--- src/rtl/cpd_pkg.sv ---
package cpd_pkg;

    localparam logic [15:0] CRC_POLY = 16'h8005;
    localparam logic [15:0] MIN_LEN  = 16'd5;
    localparam logic [15:0] HDR_LEN  = 16'd9;

    localparam logic [1:0] ST_OK        = 2'd0;
    localparam logic [1:0] ST_SHORT     = 2'd1;
    localparam logic [1:0] ST_BAD_CRC   = 2'd2;
    localparam logic [1:0] ST_LEN_MISM  = 2'd3;

    // results caused by one input beat: optional data byte, optional status
    typedef struct packed {
        logic        has_data;
        logic [7:0]  data_byte;
        logic [15:0] data_index;
        logic        has_status;
        logic [1:0]  status_code;
        logic [7:0]  opcode;
        logic [7:0]  param_one;
        logic [7:0]  param_two;
        logic [15:0] param_three;
        logic [15:0] payload_length;
    } rec_t;

endpackage

--- src/rtl/cpd_parser.sv ---
module cpd_parser (
    input  logic          aclk,
    input  logic          aresetn,
    input  logic          s_valid,
    output logic          s_ready,
    input  logic [7:0]    s_rx_byte,
    input  logic          s_end_of_burst,
    input  logic          cfg_valid,
    output logic          cfg_ready,
    input  logic [7:0]    cfg_start_marker,
    output logic          rec_valid,
    output cpd_pkg::rec_t rec,
    input  logic          rec_ready
);
    import cpd_pkg::*;

    logic        in_valid_reg, in_valid_next;
    logic [7:0]  in_byte_reg;
    logic        in_eob_reg;
    logic [7:0]  marker_reg;
    logic        hunting_reg, hunting_next;
    logic [15:0] count_reg, count_next;
    logic [15:0] crc_reg, crc_next;
    logic [15:0] hold_reg, hold_next;
    logic [15:0] decl_reg, decl_next;
    logic [7:0]  op_reg, op_next;
    logic [7:0]  p1_reg, p1_next;
    logic [7:0]  p2_reg, p2_next;
    logic [15:0] p3_reg, p3_next;

    logic        proc;
    logic        accept;
    logic [15:0] crc_upd, hold_upd, decl_upd, p3_upd, count_upd;
    logic [7:0]  op_upd, p1_upd, p2_upd;
    logic        emit_data, emit_status;
    rec_t        status_rec;

    function automatic logic [15:0] crc_byte(input logic [15:0] r, input logic [7:0] b);
        logic [15:0] c;
        logic        top;
        c = r;
        for (int i = 0; i < 8; i++) begin
            top = c[15] ^ b[7-i];
            c   = {c[14:0], 1'b0};
            if (top) c = c ^ CRC_POLY;
        end
        return c;
    endfunction

    function automatic rec_t make_status(input logic [15:0] n, input logic [15:0] crc,
                                         input logic [15:0] hold, input logic [15:0] decl,
                                         input logic [7:0] op, input logic [7:0] p1,
                                         input logic [7:0] p2, input logic [15:0] p3);
        rec_t r;
        r = '0;
        r.has_status = 1'b1;
        if (n < MIN_LEN)                       r.status_code = ST_SHORT;
        else if ({hold[7:0], hold[15:8]} != crc) r.status_code = ST_BAD_CRC;
        else if (decl != n)                    r.status_code = ST_LEN_MISM;
        else                                   r.status_code = ST_OK;
        r.opcode         = (n > 16'd2) ? op : 8'd0;
        r.param_one      = (n > 16'd5) ? p1 : 8'd0;
        r.param_two      = (n > 16'd6) ? p2 : 8'd0;
        r.param_three    = (n > 16'd8) ? p3 : 16'd0;
        r.payload_length = (n > HDR_LEN) ? n - HDR_LEN : 16'd0;
        return r;
    endfunction

    assign cfg_ready = 1'b1;
    assign proc      = in_valid_reg & rec_ready;
    assign s_ready   = ~in_valid_reg | proc;
    assign accept    = s_valid & s_ready;

    always_comb begin
        crc_upd   = (count_reg >= 16'd2) ? crc_byte(crc_reg, hold_reg[15:8]) : crc_reg;
        hold_upd  = {hold_reg[7:0], in_byte_reg};
        decl_upd  = decl_reg;
        op_upd    = op_reg;
        p1_upd    = p1_reg;
        p2_upd    = p2_reg;
        p3_upd    = p3_reg;
        case (count_reg)
            16'd0:   decl_upd = {decl_reg[15:8], in_byte_reg};
            16'd1:   decl_upd = {in_byte_reg, decl_reg[7:0]};
            16'd2:   op_upd   = in_byte_reg;
            16'd3:   p1_upd   = in_byte_reg;
            16'd4:   p2_upd   = in_byte_reg;
            16'd5:   p3_upd   = {p3_reg[15:8], in_byte_reg};
            16'd6:   p3_upd   = {in_byte_reg, p3_reg[7:0]};
            default: ;
        endcase
        count_upd = (count_reg != 16'hFFFF) ? count_reg + 16'd1 : count_reg;
    end

    always_comb begin
        emit_data   = 1'b0;
        emit_status = 1'b0;
        status_rec  = make_status(16'd0, 16'd0, 16'd0, 16'd0, 8'd0, 8'd0, 8'd0, 16'd0);
        if (hunting_reg) begin
            emit_status = (in_byte_reg == marker_reg) & in_eob_reg;
        end else begin
            emit_data   = (count_reg >= 16'd7) &&
                          ({1'b0, count_reg} + 17'd2 < {1'b0, decl_reg});
            emit_status = in_eob_reg;
            status_rec  = make_status(count_upd, crc_upd, hold_upd, decl_upd,
                                      op_upd, p1_upd, p2_upd, p3_upd);
        end
        rec            = status_rec;
        rec.has_status = emit_status;
        rec.has_data   = emit_data;
        rec.data_byte  = in_byte_reg;
        rec.data_index = count_reg - 16'd7;
    end

    assign rec_valid = in_valid_reg & (emit_data | emit_status);

    always_comb begin
        in_valid_next = in_valid_reg;
        hunting_next  = hunting_reg;
        count_next    = count_reg;
        crc_next      = crc_reg;
        hold_next     = hold_reg;
        decl_next     = decl_reg;
        op_next       = op_reg;
        p1_next       = p1_reg;
        p2_next       = p2_reg;
        p3_next       = p3_reg;
        if (proc) begin
            in_valid_next = 1'b0;
            if (hunting_reg) begin
                if (in_byte_reg == marker_reg) begin
                    hunting_next = in_eob_reg;
                    count_next   = '0;
                    crc_next     = '0;
                    hold_next    = '0;
                    decl_next    = '0;
                    op_next      = '0;
                    p1_next      = '0;
                    p2_next      = '0;
                    p3_next      = '0;
                end
            end else if (in_eob_reg) begin
                hunting_next = 1'b1;
                count_next   = '0;
                crc_next     = '0;
                hold_next    = '0;
                decl_next    = '0;
                op_next      = '0;
                p1_next      = '0;
                p2_next      = '0;
                p3_next      = '0;
            end else begin
                count_next = count_upd;
                crc_next   = crc_upd;
                hold_next  = hold_upd;
                decl_next  = decl_upd;
                op_next    = op_upd;
                p1_next    = p1_upd;
                p2_next    = p2_upd;
                p3_next    = p3_upd;
            end
        end
        if (accept) in_valid_next = 1'b1;
    end

    always_ff @(posedge aclk) begin
        if (!aresetn) begin
            in_valid_reg <= 1'b0;
            marker_reg   <= '0;
            hunting_reg  <= 1'b1;
            count_reg    <= '0;
            crc_reg      <= '0;
            hold_reg     <= '0;
            decl_reg     <= '0;
            op_reg       <= '0;
            p1_reg       <= '0;
            p2_reg       <= '0;
            p3_reg       <= '0;
        end else begin
            in_valid_reg <= in_valid_next;
            if (cfg_valid && cfg_ready) marker_reg <= cfg_start_marker;
            hunting_reg  <= hunting_next;
            count_reg    <= count_next;
            crc_reg      <= crc_next;
            hold_reg     <= hold_next;
            decl_reg     <= decl_next;
            op_reg       <= op_next;
            p1_reg       <= p1_next;
            p2_reg       <= p2_next;
            p3_reg       <= p3_next;
        end
    end

    always_ff @(posedge aclk) begin
        if (accept) begin
            in_byte_reg <= s_rx_byte;
            in_eob_reg  <= s_end_of_burst;
        end
    end

endmodule

--- src/rtl/cpd_outq.sv ---
module cpd_outq (
    input  logic          aclk,
    input  logic          aresetn,
    input  logic          rec_valid,
    output logic          rec_ready,
    input  cpd_pkg::rec_t rec,
    output logic          m_valid,
    input  logic          m_ready,
    output logic          m_is_status,
    output logic [7:0]    m_data_byte,
    output logic [15:0]   m_data_index,
    output logic [1:0]    m_status_code,
    output logic [7:0]    m_opcode,
    output logic [7:0]    m_param_one,
    output logic [7:0]    m_param_two,
    output logic [15:0]   m_param_three,
    output logic [15:0]   m_payload_length,
    output logic          m_last
);
    import cpd_pkg::*;

    localparam int unsigned DEPTH = 2;

    rec_t       q_reg [DEPTH];
    logic       wr_ptr_reg, wr_ptr_next;
    logic       rd_ptr_reg, rd_ptr_next;
    logic [1:0] cnt_reg, cnt_next;
    logic       phase_reg, phase_next;
    rec_t       head;
    logic       push, pop, beat;

    assign head      = q_reg[rd_ptr_reg];
    assign rec_ready = (cnt_reg != 2'(DEPTH));
    assign push      = rec_valid & rec_ready;
    assign m_valid   = (cnt_reg != 2'd0);

    assign m_is_status = ~head.has_data | phase_reg;
    assign m_last      = m_is_status | ~head.has_status;
    assign beat        = m_valid & m_ready;
    assign pop         = beat & m_last;

    assign m_data_byte      = m_is_status ? 8'd0 : head.data_byte;
    assign m_data_index     = m_is_status ? 16'd0 : head.data_index;
    assign m_status_code    = m_is_status ? head.status_code : ST_OK;
    assign m_opcode         = m_is_status ? head.opcode : 8'd0;
    assign m_param_one      = m_is_status ? head.param_one : 8'd0;
    assign m_param_two      = m_is_status ? head.param_two : 8'd0;
    assign m_param_three    = m_is_status ? head.param_three : 16'd0;
    assign m_payload_length = m_is_status ? head.payload_length : 16'd0;

    always_comb begin
        wr_ptr_next = push ? ~wr_ptr_reg : wr_ptr_reg;
        rd_ptr_next = pop ? ~rd_ptr_reg : rd_ptr_reg;
        cnt_next    = cnt_reg + {1'b0, push} - {1'b0, pop};
        phase_next  = beat ? ~m_last : phase_reg;
    end

    always_ff @(posedge aclk) begin
        if (!aresetn) begin
            wr_ptr_reg <= 1'b0;
            rd_ptr_reg <= 1'b0;
            cnt_reg    <= '0;
            phase_reg  <= 1'b0;
        end else begin
            wr_ptr_reg <= wr_ptr_next;
            rd_ptr_reg <= rd_ptr_next;
            cnt_reg    <= cnt_next;
            phase_reg  <= phase_next;
        end
    end

    always_ff @(posedge aclk) begin
        if (push) q_reg[wr_ptr_reg] <= rec;
    end

endmodule

--- src/rtl/crc_checked_packet_deframer.sv ---
// Results of an s_ beat pass the parser input register and then the output queue to m_.
// Throughput: one input beat per cycle while the output queue has room; a beat causing
// a data byte and a status needs two output beats; the output port then sets the rate.
// Reset (aresetn low, synchronous): start marker 0, parser hunting, output queue empty.
module crc_checked_packet_deframer (
    input  logic        aclk,
    input  logic        aresetn,
    input  logic        s_valid,
    output logic        s_ready,
    input  logic [7:0]  s_rx_byte,
    input  logic        s_end_of_burst,
    input  logic        cfg_valid,
    output logic        cfg_ready,
    input  logic [7:0]  cfg_start_marker,
    output logic        m_valid,
    input  logic        m_ready,
    output logic        m_is_status,
    output logic [7:0]  m_data_byte,
    output logic [15:0] m_data_index,
    output logic [1:0]  m_status_code,
    output logic [7:0]  m_opcode,
    output logic [7:0]  m_param_one,
    output logic [7:0]  m_param_two,
    output logic [15:0] m_param_three,
    output logic [15:0] m_payload_length,
    output logic        m_last
);
    import cpd_pkg::*;

    logic rec_valid, rec_ready;
    rec_t rec;

    cpd_parser u_parser (
        .aclk             (aclk),
        .aresetn          (aresetn),
        .s_valid          (s_valid),
        .s_ready          (s_ready),
        .s_rx_byte        (s_rx_byte),
        .s_end_of_burst   (s_end_of_burst),
        .cfg_valid        (cfg_valid),
        .cfg_ready        (cfg_ready),
        .cfg_start_marker (cfg_start_marker),
        .rec_valid        (rec_valid),
        .rec              (rec),
        .rec_ready        (rec_ready)
    );

    cpd_outq u_outq (
        .aclk             (aclk),
        .aresetn          (aresetn),
        .rec_valid        (rec_valid),
        .rec_ready        (rec_ready),
        .rec              (rec),
        .m_valid          (m_valid),
        .m_ready          (m_ready),
        .m_is_status      (m_is_status),
        .m_data_byte      (m_data_byte),
        .m_data_index     (m_data_index),
        .m_status_code    (m_status_code),
        .m_opcode         (m_opcode),
        .m_param_one      (m_param_one),
        .m_param_two      (m_param_two),
        .m_param_three    (m_param_three),
        .m_payload_length (m_payload_length),
        .m_last           (m_last)
    );

endmodule

--- config.mk ---
export PLATFORM = sky130hd
export DESIGN_NAME = crc_checked_packet_deframer
export DESIGN_NICKNAME = d
export VERILOG_FILES = /design/src/rtl/cpd_pkg.sv /design/src/rtl/cpd_parser.sv /design/src/rtl/cpd_outq.sv /design/src/rtl/crc_checked_packet_deframer.sv
export SDC_FILE = /design/constraint.sdc
export NUM_CORES = 1
export LEC_CHECK = 0
export ABC_AREA = 1
export BUFFER_PORTS_ARGS = -buffer_cell sky130_fd_sc_hd__buf_4
export CORE_ASPECT_RATIO = 0.6
export CORE_MARGIN = 2
export CORE_UTILIZATION = 57
export DETAILED_ROUTE_END_ITERATION = 16
export PLACE_DENSITY = 0.72
export SLEW_MARGIN = 5
export SYNTH_ARGS = -nofsm -noshare
export SYNTH_HDL_FRONTEND = slang
export SYNTH_HIERARCHICAL = 1
export SYNTH_SLANG_ARGS = --single-unit
--- constraint.sdc ---
create_clock -name aclk -period 8.63 [get_ports aclk]
set_clock_uncertainty 0.2 [all_clocks]
set_input_delay 1.726 -clock aclk [delete_from_list [all_inputs] [get_ports aclk]]
set_output_delay 1.726 -clock aclk [all_outputs]
set_load 0.1 [all_outputs]
# After elaboration in Yosys (flattened, before gate mapping)

Memories as Yosys holds them, arrays and structs flattened. A register that Yosys moved wholly into a read port is not among the register bits.
Index checks and enable logic that the tools add are counted.

Flip-flop bits (word level): 128
RAM bits: 168
Output and inout port bits: 87
Word-level logic and storage cells: 144
Memories kept: 1

Memory list:

| memory       | words | width | rd ports | clocked after Yosys merged registers in | wr ports | line           | text |
|---|---|---|---|---|---|---|---|
| u_outq.q_reg | 2     | 84    | 1        | 1                                       | 1        | cpd_outq.sv:24 | `rec_t q_reg [DEPTH];` |

Add/sub/neg operators: 6
Order comparisons: 9
Equal/unequal tests: 12
Muxes and demuxes: 61
Bitwise operators: 33
Reduce and logical (&&, ||, !) cells: 5

Operator list:

| cell                                                                          | number |
|---|---|
| 16-bit two-way mux                                                            | 26 |
| 8-bit two-way mux                                                             | 17 |
| 16-bit case mux with 2 select lines                                           | 2 |
| 58-bit two-way mux                                                            | 1 |
| 16-bit by 3-bit equality test with 1-bit output, second input constant        | 3 |
| 16-bit by 2-bit equality test with 1-bit output, second input constant        | 2 |
| 16-bit by 3-bit > comparator with 1-bit output, second input constant         | 2 |
| 16-bit by 4-bit > comparator with 1-bit output, second input constant         | 2 |
| 16-bit != test                                                                | 2 |
| 3-bit NOT                                                                     | 8 |
| 16-bit by 2-bit adder with 17-bit output, second input constant               | 1 |
| 17-bit by 16-bit less-than comparator with 1-bit output                       | 1 |
| 16-bit by 1-bit adder with 16-bit output, second input constant               | 1 |
| 16-bit by 1-bit equality test with 1-bit output, second input constant        | 1 |
| 16-bit by 2-bit >= comparator with 1-bit output, second input constant        | 1 |
| 16-bit by 3-bit >= comparator with 1-bit output, second input constant        | 1 |
| 16-bit by 2-bit > comparator with 1-bit output, second input constant         | 1 |
| 16-bit zero test                                                              | 1 |
| 16-bit by 3-bit less-than comparator with 1-bit output, second input constant | 1 |
| 16-bit != test, second input constant                                         | 1 |
| 16-bit by 3-bit subtractor with 16-bit output, second input constant          | 1 |
| 16-bit by 4-bit subtractor with 16-bit output, second input constant          | 1 |
| 1-bit two-way mux                                                             | 11 |
| 8-bit equality test                                                           | 1 |
| 11 further kinds                                                              | 37 |

# Longest topological paths before layout

Depth after elaboration: 21
Depth in mapped cells: 22

# By module

Netlist, hierarchy kept.

By module, submodules not included:

| module     | instances | cells each | area each (sq um) | seq. area each (sq um) |
|---|---|---|---|---|
| cpd_parser | 1         | 1,353      | 8,813.5           | 2,552.4 |
| cpd_outq   | 1         | 601        | 6,969.2           | 5,165.0 |

# Worst setup path before layout

OpenSTA, ideal clock, no wires.

Kind: reg2reg
Start: register u_parser.count_reg[2]
End: memory u_outq/q_reg[0][0] in the netlist's numbering (enable)
Setup time: 0.527 ns
Data arrival time: 5.682 ns
Required time: 7.903 ns
Path slack: 2.221 ns
Cell stages (with the launch flop): 16
Path buffers: 0
Clock period less this slack: 6.409 ns
Cell sequence: dfxtp_1 > ha_1 > nand2_4 > nor2_1 > nand3_1 > xor2_1 > ha_1 > nand2_1 > o21ai_0 > nand2_1 > o311ai_0 > nor2_1 > nand4_1 > a21boi_0 > nand2_1 > nor2_1

Cells in the longest elaborated chain, start to end: 9
Elaborated cells on any way between the ends: 10
Classes of those cells: add/sub: 1; order compare: 2; mux: 3; bitwise: 3; reduce/logical: 1

Ends and longest elaborated chain:

| what                                                    | line                              | text |
|---|---|---|
| start: declaration                                      | cpd_parser.sv:22                  | `logic [15:0] count_reg, count_next;` |
| start signal: assignment                                | cpd_parser.sv:183                 | `count_reg <= count_next;` |
| 16-bit by 2-bit adder with 17-bit output                | cpd_parser.sv:103                 | `({1'b0, count_reg} + 17'd2 < {1'b0, decl_reg});` |
| 17-bit by 16-bit less-than comparator with 1-bit output | cpd_parser.sv:103                 |  |
| 1-bit logical AND (*)                                   | cpd_parser.sv:102                 | `emit_data = (count_reg >= 16'd7) &&` |
| 1-bit two-way mux (*)                                   | cpd_parser.sv:99                  | `if (hunting_reg) begin` |
| 1-bit bitwise OR (*)                                    | cpd_parser.sv:115                 | `assign rec_valid = in_valid_reg & (emit_data \| emit_status);` |
| 1-bit bitwise AND (*)                                   | cpd_parser.sv:115                 |  |
| via rec_valid                                           | crc_checked_packet_deframer.sv:30 | `logic rec_valid, rec_ready;` |
| 1-bit bitwise AND (*)                                   | cpd_outq.sv:34                    | `assign push = rec_valid & rec_ready;` |
| 1-bit two-way mux (*)                                   | cpd_outq.sv:73                    | `if (push) q_reg[wr_ptr_reg] <= rec;` |
| 1-bit two-way mux (not written as such) (*)             | cpd_outq.sv:73                    |  |
| end: declaration                                        | cpd_outq.sv:24                    |  |

The timed path passes the listed nets; every way through them passes the cells marked *.

==> qor.txt <==
Number of synthesized flops with an enable pin: 177
Total gr overflow: 0
Leakage Power: 7.404 nW
First-pass GRT wire length: 63720 µm
Status: completed
DR iter-0 viols: 1177
Reg power frac: 47.1%
Post-synthesis register bit count: 297
RSZ-0062 raised after global routing: no
Switching pwr: 0.9363 mW
Max_cap viols: 0
P&R area growth vs syn: 11.65%
Crit path capture type: primary output
TritonCTS clock tree: done
Routed WL per cell: 16.78 µm
Unique masters post-synth: 52
Syn Nets: 2001
Total CTS buffers: 28
Vias per cell: 5.367
# setup viols final: 0
Final wirelength: 40370 µm
Hold Violations, Final: 0
Diodes inserted: 0
Peak supply drop: 0.1408 mV
Longest Clk Path Bufs: 3
Final #Nets: 2065
Post-CTS setup buffers: 0
Ports: 109
Synth warn: 6
Commonest cells after routing, fill and taps aside: nand2_1, inv_1, edfxtp_1, a21oi_1, nor2_1
DR vias: 12910
Die X: 218.8 µm
Crit start category: flop
Cell Area, Placed: 16720 µm²
Top_reg_cell synth: edfxtp_1
Asr flop ratio synth: 0%
Reg2reg path depth: 16
Worst-path fanout max: 83
Final Cell Area: 17620 µm²
Sequential share of the synthesized area: 48.90%
CP arrival: 3.62 ns
Vias in the first global route: 12120
Fillers: 2358
Max reg flops: 168
Clk Latency, worst-skew pair: 0.56 ns
CP required: 6.70 ns
Hold_buf cts: 0
Hpwl dp: 27820 µm
Measured slew at the worst slew-check pin: 1.277 ns
Post-DRT Antenna Nets: 0
Clk network pwr share: 37.9%
All-layer global routing usage: 27.81%
PwrDens: 182.4 nW/µm²
Synthesized area per cell: 8.077 µm²
Row count: 47
Number of antenna violations at the first check in global routing: 1
Hold Crit Class: reg -> reg
Net Sw Frac: 29.13%
Clock Tree Root: clkbuf_16
Ratio of cells with drive above 1 in the final layout: 14.96%
Die ar.: 29080 µm²
Non-Filler Instances: 2406
Post-route DRC: 0
Period utilization: 64.22%
Worst hold path stage count: 2
RePlAce Congestion: 0.9413
Cell-internal power: 2.278 mW
Placed cells: 2355
Resized cells post-CTS: 0
Setup Crit Path Kind: reg -> out
Core area: 27400 µm²
Clock Pin Slew Worst Setup and Hold Paths: 0.06 ns
Starting Density: 57.59%
Num Clock Sinks: 297
Final setup TNS: 0 ns
Combinational Power Share: 15.0%
Cell count after synthesis: 1954
PortBufs: 107
Max-slew headroom: 14.63%
Fmax: 0.1804 GHz
H-tree depth: 1
Final Max Tran Viols: 0
Post-Syn Area: 15780 µm²
DR pass1 iterations: 6
Die height: 132.9 µm
Most common cell after layout, fill and taps aside: nand2_1
Crit path time final: 5.542 ns
Largest net degree at the start of global routing: 105
==> cell type report <==
| type | count | area [µm²] | share of cell area [%] |
|---|---|---|---|
| multi-input cells | 1370 | 6882 | 39.05 |
| clock inverters | 12 | 116.4 | 0.6603 |
| flip-flops and latches | 297 | 7719 | 43.80 |
| clock buffers | 39 | 783.3 | 4.445 |
| repair buffers | 120 | 900.9 | 5.112 |
| inverters | 201 | 762.0 | 4.324 |
| well taps | 367 | 459.2 | 2.606 |
==> layer usage <==
layer  GRT usage (%)  vias up  wire, µm
met5               0        -         0
met4           7.733        0      1104
met3           4.828       69      3145
met2           42.62      448     17650
met1           40.71     5991     18460
li1                -     6405         -
==> cells by family after synthesis <==
logic type                 after synthesis  share of synthesized area [%]
AOI/OAI and AO/OA                      234                          8.594
other                                    1                        0.02376
and+or+nand+nor                       1047                          29.36
buffers and inverters                  287                          7.642
xor gates and xnor gates                63                          3.496
adders and majority gates               25                          1.982
DFF                                    297                          48.90
==> power groups by stage <==
stage / sequential [mW] / combinational [mW] / clock [mW]
after floorplan: 1.53 / 0.391 / 0
after global placement: 1.54 / 0.477 / 0
after detailed placement: 1.55 / 0.481 / 0
after CTS: 1.51 / 0.482 / 1.24
after global routing: 1.52 / 0.505 / 1.29
final: 1.51 / 0.481 / 1.22
==> worst paths after layout <==
kind / start / endpoint / slack [ns]
worst max-delay path: flop / m_data_index[1] / 3.09
worst min-delay path: u_parser/crc_reg[6] / u_parser/crc_reg[6] / 0.27
worst max register to register: u_parser/count_reg[0] / u_outq/q_reg[1][57] / 3.80
worst min register to register: u_parser/crc_reg[6] / u_parser/crc_reg[6] / 0.27
==> metrics by stage <==
step | hold WS, ns | setup slack [ns] | util [%] | total power [mW]
floorplan | 0.2409 | 2.221 | - | 1.924
global placement | 0.2478 | 3.789 | 61.02 | 2.022
detailed placement | 0.2527 | 3.701 | 61.02 | 2.026
CTS | 0.2634 | 3.113 | 64.30 | 3.236
global route | 0.2807 | 2.851 | 64.30 | 3.313
finish | 0.2654 | 3.088 | 64.30 | 3.214
==> cell usage after synthesis, types with 9 or more instances <==
master	number	area (µm²)
buf_2	30	150.1
xnor2_1	10	87.58
nor2_1	134	503.0
nor2_2	15	93.84
a21oi_1	148	740.7
a21oi_2	19	166.4
nand2_1	690	2590
edfxtp_1	177	5315
clkbuf_1	37	138.9
or2_2	29	181.4
dfxtp_1	120	2402
nor3_1	14	70.07
nand4_1	20	125.1
nor3_2	21	210.2
nand2_2	17	106.4
ha_1	25	312.8
o22ai_1	9	56.30
inv_1	187	701.9
a22oi_1	16	120.1
o21ai_0	24	120.1
nand3_1	69	345.3
buf_4	10	75.07
xor2_1	53	464.2
==> worst max-delay path: stages (launching register included) <==
cell and delay (ns):
dfxtp_2 0.90, buf_4 0.54, nor2_1 0.10, nor2_2 0.19, nand2_4 0.55, a21oi_1 0.35, buf_4 0.33
Note: power is estimated with default switching activity, not from simulation.
